**src/mgd_ram.sv**
```systemverilog
module mgd_ram #(
    parameter int WIDTH = 8,
    parameter int DEPTH = 16
) (
    input  logic                     i_clk,
    input  logic                     i_we,
    input  logic [$clog2(DEPTH)-1:0] i_waddr,
    input  logic [WIDTH-1:0]         i_wdata,
    input  logic                     i_re,
    input  logic [$clog2(DEPTH)-1:0] i_raddr,
    output logic [WIDTH-1:0]         o_rdata
);

    logic [WIDTH-1:0] r_mem [DEPTH];
    logic [WIDTH-1:0] r_rdata;

    always_ff @(posedge i_clk) begin
        if (i_we) begin
            r_mem[i_waddr] <= i_wdata;
        end
        if (i_re) begin
            r_rdata <= r_mem[i_raddr];
        end
    end

    assign o_rdata = r_rdata;

endmodule

```
**config.mk**
```make
export PLATFORM = sky130hd
export DESIGN_NAME = mgd_ram
export DESIGN_NICKNAME = d
export VERILOG_FILES = /design/src/mgd_ram.sv
export SDC_FILE = /design/constraint.sdc
export NUM_CORES = 1
export LEC_CHECK = 0
export BUFFER_PORTS_ARGS = -buffer_cell sky130_fd_sc_hd__buf_2
export CORE_ASPECT_RATIO = 0.8
export CORE_UTILIZATION = 57
export CTS_BUF_LIST = sky130_fd_sc_hd__clkbuf_2 sky130_fd_sc_hd__clkbuf_4 sky130_fd_sc_hd__clkbuf_8
export CTS_CLUSTER_DIAMETER = 60
export DETAILED_ROUTE_END_ITERATION = 7
export GPL_TIMING_DRIVEN = 0
export HOLD_SLACK_MARGIN = 0.12
export PLACE_DENSITY = 0.82
export SYNTH_ARGS = -nofsm -noshare
export SYNTH_HDL_FRONTEND = slang
export SYNTH_SLANG_ARGS = --single-unit
```
**constraint.sdc**
```tcl
create_clock -name i_clk -period 2.4 [get_ports i_clk]
set_clock_uncertainty 0.15 [all_clocks]
set_input_delay 0.48 -clock i_clk [delete_from_list [all_inputs] [get_ports i_clk]]
set_output_delay 0.48 -clock i_clk [all_outputs]
set_load 0.02 [all_outputs]
```
==> results.ini <==
[logic_synthesis]
syn_inst=229
synthTopCellsByCount=136 x edfxtp_1, 18 x mux4_2, 16 x a22oi_1
synth.cell_area_mm2=0.005228
ys_warn_count=0
synth_most_common_cell=edfxtp_1
synth-seq-cells=136
avgSynthCellArea_um2=22.83
syn_nets=248
yosys-top-cells-area=edfxtp_1 78%, mux4_2 7.8%, mux4_1 7.0%, a22oi_1 2.3%, nor2_1 0.93%
yosysSeqAreaShare=0.7812
synth_edf_count=136
synth-main-ff-cell=edfxtp_1
yosys.area.top_type=edfxtp_1
yosysTopAreaCellShare=0.7812
async_flop_share=0
synth_cell_types=18

[critical_path]
end_kind=flip-flop
critPathTopFamily=simple AND/OR/NAND/NOR gates
arrival_ns=2.14
cpMaxStageDelayCell=nor3_1
critPathKind=in2reg
cp_num_buf_inv=1
critPathRequiredTime_ns=2.29
ff2ff_setup_slack_ns=0.75
cp-start-kind=input port
cp_cell_sequence=buf_2 > or3b_2 > nor3_1
crit_path_max_incr_delay_ns=1.00
crit_path_max_fanout=8

[clock_tree]
post-cts-setup-buffers=0
cts_sinks=136
cts-root-buf=clkbuf_8
cts_tree=built
htree_levels=4
clk_pin_slew_ns=0.08
worstSkewPairLatency_ns=0.44
cts.repair.resized=0
clockBufferDepth=2
cts_hold_buf=0
cts_buffers=17

[floorplanning]
num_rows=30
coreArea_mm2=0.008671
die_h_um=87.66
initial_core_util=0.6029
die_w_um=109.1
die_area_mm2=0.009561
ios=27

[power]
power_w=0.004808
leakage_nw=1.947
p_sw_w=0.001023
sequentialPowerShare=0.559
p_comb_frac=0.055
pwr-share-clk=0.387
ir_drop_mv=0.4820
switching_share=0.2128
p_int_w=0.003785
power_density_mw_per_mm2=816.7

[route]
drt-wirelength-per-cell_um=23.99
num_vias=2467
drt-initial-drc-count=257
finalWirelength_mm=9.550
drcViolationCount=0
firstDrtPassIters=4
via_per_inst=6.198
antenna_left=0

[global_routing]
grt_overflow=0
grt_busiest_layer=met2
grt_max_degree=17
grtUsageMet1=0.3213
antenna_found_initial=0
met2_usage=0.3350
grt_pass1_vias=2467
grt_pass1_wl_mm=14.34
met3_usage=0.07292
track_usage=0.2274

[min_path]
hold_class=in2reg

[cells_and_area]
final_util=0.6789
nets=292
fin_cells=398
diodes=0
drive_above_1_share=0.2832
areaGrowthSynthToFinish_pct=12.61

[timing]
finalCritPeriodShare=0.9376
worstMarginPinSlew_ns=1.294
drv_slew=0
final_hold_viol_count=0
setup_tns_ns=0
max_slew_margin=0.1310
fmax_mhz=444.4
rsz0062_at_grt=no
min_period_ns=2.250
setup_viol=0

[status]
status=finished, final reports clean

[job]
drv_cap=0

[placement]
dpl.hpwl_mm=6.097
portBuffers=25
finalWeightedCongestion=0.7802
placed_cells=366

## cell families after synthesis
| logic type | Yosys count | synth area share |
|---|---|---|
| flops | 136 | 0.7812 |
| simple gates | 35 | 0.03136 |
| mux | 32 | 0.1479 |
| compound gates | 16 | 0.02298 |
| buf+inv | 10 | 0.01651 |
## state kept, by name (all words and copies together) (netlist names)
name and count:
o_rdata 8, r_mem 128
## final timing paths
check	cells after the start	to	from
max	3	r_mem[0][1]	i_waddr[2]
min	1	o_rdata[0]	i_re
max reg2reg	3	o_rdata[7]	r_mem[3][7]
min reg2reg	3	o_rdata[2]	r_mem[1][2]
## area by class of cell
| type | instances | area (µm²) |
|---|---|---|
| tap | 112 | 140.1 |
| clock inverter | 15 | 160.2 |
| clock buffer | 17 | 234.0 |
| multi-input combinational | 83 | 1057 |
| buffer | 10 | 86.33 |
| timing repair buffer | 25 | 125.1 |
| sequential | 136 | 4084 |
| fill | 536 | 2784 |
## per-layer routing
metal | wire [µm] | part of all wire
met1 | 3846 | 0.40
met2 | 4428 | 0.46
met3 | 1046 | 0.11
met4 | 229 | 0.024
met5 | 0 | 0
## per-stage QoR
stage / setup WS, ns / hold WS (ns) / instance area [µm²]
after floorplan: 0.2771 / 0.4289 / 5228
after global placement: -0.2063 / 0.5952 / 5493
after detailed placement: -0.2320 / 0.6042 / 5493
after CTS: 0.2220 / 0.2255 / 5887
after global routing: 0.1813 / 0.2270 / 5887
final: 0.1497 / 0.2264 / 5887
## layout by cell type (no fill, tap or decap)
cell type        instances
a22oi_1                 16
and2_1                   1
and2b_1                  1
buf_2                   28
buf_4                    1
buf_6                    3
bufinv_16                3
clkbuf_8                17
clkdlybuf4s25_2          3
clkinv_1                 5
clkinv_2                 2
clkinv_4                 3
clkinvlp_4               2
edfxtp_1               136
mux4_1                  14
mux4_2                  18
nand2_1                  9
nand2b_1                 2
nand3_1                  1
nand3b_1                 2
nor2_1                  13
nor2b_1                  1
nor3_1                   4
or3b_2                   1
## power groups by stage
stage,clock network [W],registers (W),logic [W]
final,0.00186,0.00269,0.000263
after global routing,0.00197,0.00269,0.000283
after CTS,0.00187,0.00269,0.000263
after detailed placement,0,0.00274,0.000262
after global placement,0,0.00273,0.000255
after floorplan,0,0.00275,0.000135
Power figures use the tool's default switching activity.
