===== src/mgd_pkg.sv =====
package mgd_pkg;

    localparam int MAX_ITEMS  = 1024;
    localparam int VALUE_BITS = 30;
    localparam int ADDR_BITS  = $clog2(MAX_ITEMS);
    localparam int CNT_BITS   = $clog2(MAX_ITEMS + 1);
    localparam int SHIFT_BITS = $clog2(VALUE_BITS);

    typedef logic [VALUE_BITS-1:0] t_value;
    typedef logic [ADDR_BITS-1:0]  t_addr;
    typedef logic [CNT_BITS-1:0]   t_count;
    typedef logic [SHIFT_BITS-1:0] t_shift;

    localparam t_count COUNT_FULL = CNT_BITS'(MAX_ITEMS);

    typedef enum logic [2:0] {
        ST_IDLE,
        ST_LOAD,
        ST_READ,
        ST_CAND_GO,
        ST_CAND_WAIT,
        ST_SUF_GO,
        ST_SUF_WAIT,
        ST_FINISH
    } t_state;

    typedef struct packed {
        logic   start;
        t_value a;
        t_value b;
    } t_gcd_req;

    typedef struct packed {
        logic   done;
        t_value result;
    } t_gcd_rsp;

endpackage


===== src/mgd_gcd.sv =====
module mgd_gcd (
    input  logic               i_clk,
    input  logic               i_rst_n,
    input  mgd_pkg::t_gcd_req  i_req,
    output mgd_pkg::t_gcd_rsp  o_rsp
);

    // Binary GCD: one shift or one subtract per cycle, common factors of two
    // are counted in r_k and restored when one operand reaches zero.
    mgd_pkg::t_value r_a, n_a;
    mgd_pkg::t_value r_b, n_b;
    mgd_pkg::t_shift r_k, n_k;
    mgd_pkg::t_value r_res, n_res;
    logic            r_busy, n_busy;
    logic            r_done, n_done;

    always_comb begin
        n_a    = r_a;
        n_b    = r_b;
        n_k    = r_k;
        n_res  = r_res;
        n_busy = r_busy;
        n_done = 1'b0;
        if (i_req.start) begin
            n_a    = i_req.a;
            n_b    = i_req.b;
            n_k    = '0;
            n_busy = 1'b1;
        end else if (r_busy) begin
            priority if (r_a == '0) begin
                n_res  = r_b << r_k;
                n_busy = 1'b0;
                n_done = 1'b1;
            end else if (r_b == '0) begin
                n_res  = r_a << r_k;
                n_busy = 1'b0;
                n_done = 1'b1;
            end else if (!r_a[0] && !r_b[0]) begin
                n_a = r_a >> 1;
                n_b = r_b >> 1;
                n_k = r_k + 1'b1;
            end else if (!r_a[0]) begin
                n_a = r_a >> 1;
            end else if (!r_b[0]) begin
                n_b = r_b >> 1;
            end else if (r_a >= r_b) begin
                n_a = r_a - r_b;
            end else begin
                n_b = r_b - r_a;
            end
        end
    end

    always_ff @(posedge i_clk) begin
        if (!i_rst_n) begin
            r_busy <= 1'b0;
            r_done <= 1'b0;
        end else begin
            r_busy <= n_busy;
            r_done <= n_done;
        end
    end

    always_ff @(posedge i_clk) begin
        r_a   <= n_a;
        r_b   <= n_b;
        r_k   <= n_k;
        r_res <= n_res;
    end

    assign o_rsp.done   = r_done;
    assign o_rsp.result = r_res;

endmodule


===== config.mk =====
export PLATFORM = sky130hd
export DESIGN_NAME = mgd_gcd
export DESIGN_NICKNAME = d
export VERILOG_FILES = /design/src/mgd_pkg.sv /design/src/mgd_gcd.sv
export SDC_FILE = /design/constraint.sdc
export NUM_CORES = 1
export LEC_CHECK = 0
export BUFFER_PORTS_ARGS = -buffer_cell sky130_fd_sc_hd__buf_4
export CAP_MARGIN = 10
export CELL_PAD_IN_SITES_DETAIL_PLACEMENT = 2
export CELL_PAD_IN_SITES_GLOBAL_PLACEMENT = 2
export CORE_UTILIZATION = 37
export DETAILED_ROUTE_END_ITERATION = 8
export GPL_TIMING_DRIVEN = 1
export PLACE_DENSITY_LB_ADDON = 0.1
export SETUP_SLACK_MARGIN = 0.05
export SLEW_MARGIN = 0
export SYNTH_ARGS = -nofsm -noshare
export SYNTH_HDL_FRONTEND = slang
export SYNTH_SLANG_ARGS = --single-unit

===== constraint.sdc =====
create_clock -name i_clk -period 5.4 [get_ports i_clk]
set_input_delay 0 -clock i_clk [delete_from_list [all_inputs] [get_ports i_clk]]
set_output_delay 0 -clock i_clk [all_outputs]
set_load 0.01 [all_outputs]

==> impl_metrics.sql <==
INSERT INTO impl_metrics (metric_group, metric, value, unit) VALUES
('yosys', 'number_of_distinct_library_cell_variants_in_the_gate_level_netlist_after_synthesis', '66', ''),
('worst_setup_path', 'worst_ep_required_time', '5480', 'ps'),
('flow_run', 'drv.max_cap_violation_count', '0', ''),
('die', 'start_util', '38.25', '%'),
('power', 'ir_worst_vdd', '148.5', 'uV'),
('route', 'detail_route.wl_per_cell', '26.12', 'um'),
('yosys', 'netlist_top_cells_area', 'sky130_fd_sc_hd__edfxtp_1 (30%), sky130_fd_sc_hd__ha_1 (8.5%), sky130_fd_sc_hd__a21oi_1 (6.1%)', ''),
('worst_setup_path', 'worstPathMaxFanout', '14', ''),
('global_route', 'globalRouteTotalUtil', '31.80', '%'),
('cells_and_area', 'diodes', '0', ''),
('cells_and_area', 'area_delta_synth_final', '18.84', '%'),
('placement', 'finalWeightedCongestion', '0.8820', ''),
('route', 'vias', '9123', ''),
('sta', 'drv_slew', '0', ''),
('sta', 'layout_worst_path_cycle_share', '84.47', '%'),
('yosys', 'synthesis.area', '9085', 'um2'),
('clock_network', 'clk-insertion-delay-late', '370', 'ps'),
('die', 'core_region', '23750', 'um2'),
('cells_and_area', 'drive_above_1_share', '14.36', '%'),
('yosys', 'synth_fp_nets', '1212', ''),
('route', 'first_iter_violations', '567', ''),
('power', 'power.density', '360.1', 'nW/um2'),
('global_route', 'grt_remaining_overflow', '0', ''),
('route', 'wl', '39070', 'um'),
('clock_network', 'cts-htree-levels', '3', ''),
('sta', 'fmax', '219.2', 'MHz'),
('sta', 'grt_setup_unrepaired', 'false', ''),
('yosys', 'ys_dominant_reg_cell', 'sky130_fd_sc_hd__edfxtp_1', ''),
('global_route', 'grt_pass1_wl', '58970', 'um'),
('yosys', 'synth.ff_latch_count', '97', ''),
('clock_network', 'cts_post_setup_buffers_inserted', '0', ''),
('die', 'placement_rows', '56', ''),
('sta', 'worst_pin_slew', '989.5', 'ps'),
('clock_network', 'clock-sinks', '97', ''),
('die', 'dieArea', '25180', 'um2'),
('yosys', 'edff_count_synth', '90', ''),
('cells_and_area', 'layout.cells.most_common', 'sky130_fd_sc_hd__a21oi_1', ''),
('cells_and_area', 'layout.cells.non_filler', '1496', ''),
('worst_setup_path', 'regToRegSetupSlack', '840', 'ps'),
('cells_and_area', 'layout_common_cells', 'sky130_fd_sc_hd__a21oi_1 (111), sky130_fd_sc_hd__buf_4 (108), sky130_fd_sc_hd__inv_1 (103), sky130_fd_sc_hd__edfxtp_1 (90)', ''),
('worst_setup_path', 'critical_path_launch_point', 'r_a[0]', ''),
('sta', 'finalHoldWorstSlack', '7.599', 'ps'),
('global_route', 'grt_antenna_before_repair', '0', ''),
('min_path', 'holdCritPathClass', 'input port to flop', ''),
('worst_setup_path', 'beginning_of_the_worst_register_to_register_path', 'r_a[0]', ''),
('cells_and_area', 'final_nets', '1299', ''),
('yosys', 'yosys.area.top_type', 'sky130_fd_sc_hd__edfxtp_1', ''),
('worst_setup_path', 'crit-reg2reg-capture', 'r_a[16]', ''),
('route', 'drt_via_density', '6.098', ''),
('yosys', 'yosys_warnings', '0', ''),
('clock_network', 'cts.root.buffer_cell', 'sky130_fd_sc_hd__clkbuf_16', ''),
('die', 'boundaryPins', '94', ''),
('yosys', 'synth_top_area_share', '29.75', '%'),
('worst_setup_path', 'worstSetupPathType', 'flop to flop', ''),
('status', 'status', 'finished clean', ''),
('worst_setup_path', 'cp.arrival', '4640', 'ps'),
('sta', 'hold_violations', '0', ''),
('sta', 'clock_skew', '9.453', 'ps'),
('sta', 'tmin_final', '4561', 'ps'),
('global_route', 'largest_net_degree_at_the_start_of_global_routing', '81', ''),
('placement', 'detailedPlacementHpwl', '28190', 'um'),
('yosys', 'synth.avg_cell_area', '8.373', 'um2'),
('die', 'die_y', '158.7', 'um'),
('yosys', 'synth_sequential_area_ratio', '31.29', '%'),
('route', 'drt_drc_violations_left', '0', ''),
('clock_network', 'clkTransAtPathRegs', '80', 'ps'),
('yosys', 'share_of_synthesized_registers_carrying_an_async_set_or_reset', '0', '%'),
('worst_setup_path', 'start_kind', 'flop', ''),
('clock_network', 'tritoncts', 'yes', ''),
('worst_setup_path', 'endpoint_kind', 'flop', ''),
('global_route', 'number_of_global_route_vias_before_repair', '9684', '');
==> final cells by class <==
type                    instances  area [um2]
clock inverters                 7       98.84
fillers                      2626       12960
inverters                     103       386.6
clock buffers                   9       225.2
repair buffers                158        1311
multi-input cells             803        5533
well taps                     319       399.1
flip-flops and latches         97        2843
==> metal layers <==
metal | GRT usage, % | vias up | wire length [um]
li1 | - | 4158 | -
met1 | 41.01 | 4597 | 17130
met2 | 53.78 | 296 | 18710
met3 | 4.056 | 72 | 1934
met4 | 12.36 | 0 | 1302
met5 | 0 | - | 0
==> flip-flops by register name, summed over array words and instances (netlist names) <==
| name | cells |
|---|---|
| r_a | 30 |
| r_b | 30 |
| r_busy | 1 |
| r_done | 1 |
| r_k | 5 |
| r_res | 30 |
==> cell families (layout without fill, tap and decap cells) <==
kind of cell / after synthesis / after routing / synth area share, %
xor gates and xnor gates: 56 / 56 / 5.399
adders and majority gates: 64 / 64 / 8.979
and+or+nand+nor: 264 / 264 / 13.87
buffers and inverters: 185 / 277 / 7.919
DFF: 97 / 97 / 31.29
AOI/OAI and AO/OA: 381 / 381 / 27.48
muxes: 38 / 38 / 5.068
==> cell usage after synthesis (all sizes together), types with 14 or more instances <==
cell type / n
a211oi: 14
a21o: 31
a21oi: 111
a221oi: 32
a22oi: 14
buf: 16
clkbuf: 66
edfxtp: 90
ha: 62
inv: 103
mux2: 24
nand2: 79
nor2: 79
nor3: 23
nor4: 22
o21ai: 58
o22ai: 37
xnor2: 24
xor2: 32
==> critical path: stages (launching register included) <==
cell and delay [ps]:
sky130_fd_sc_hd__edfxtp_1 380, sky130_fd_sc_hd__buf_4 190, sky130_fd_sc_hd__inv_1 100, sky130_fd_sc_hd__ha_1 190, sky130_fd_sc_hd__inv_1 60, sky130_fd_sc_hd__fa_1 400, sky130_fd_sc_hd__nand3_1 100, sky130_fd_sc_hd__nand2_1 150
sky130_fd_sc_hd__a2111oi_0 500, sky130_fd_sc_hd__o31ai_1 210, sky130_fd_sc_hd__o211ai_1 230, sky130_fd_sc_hd__nand3_1 350, sky130_fd_sc_hd__and3_1 550, sky130_fd_sc_hd__buf_4 340, sky130_fd_sc_hd__a221oi_1 430, sky130_fd_sc_hd__a21oi_1 100
==> stage by stage <==
stage	area [um2]	utilization, %	power (mW)	worst slack (ps)
3_5_place_dp	9972	41.98	3.060	861.0
3_3_place_gp	9972	41.98	3.004	1076
5_1_grt	10800	45.45	4.076	490.8
6_report	10800	45.45	3.888	838.6
4_1_cts	10800	45.45	3.856	815.2
2_1_floorplan	9085	-	2.403	918.1
==> power by group <==
part	switching (mW)	internal [mW]	total, mW	leakage, nW
combinational	1.28	0.746	2.03	3.40
clock	0.365	0.375	0.740	0.154
sequential	0.169	0.950	1.12	0.929
total	1.82	2.07	3.89	4.48
==> worst min-delay path by stage <==
stage | to | from | cells after the start | slack, ps
finish | r_a[7] | i_req[37] | 3 | 8
floorplan | r_busy | i_rst_n | 1 | 120
CTS | r_a[18] | i_req[48] | 3 | 0.5
global placement | r_busy | i_rst_n | 2 | 220
global route | r_a[23] | i_req[53] | 3 | 20
detailed placement | r_busy | i_rst_n | 2 | 220
==> timing repair <==
item / CTS / global route
hold endpoints to repair: 51 / 0
gates resized for setup: 0 / 0
hold buffers: 50 / 0
(Power assumes the default switching activity.)
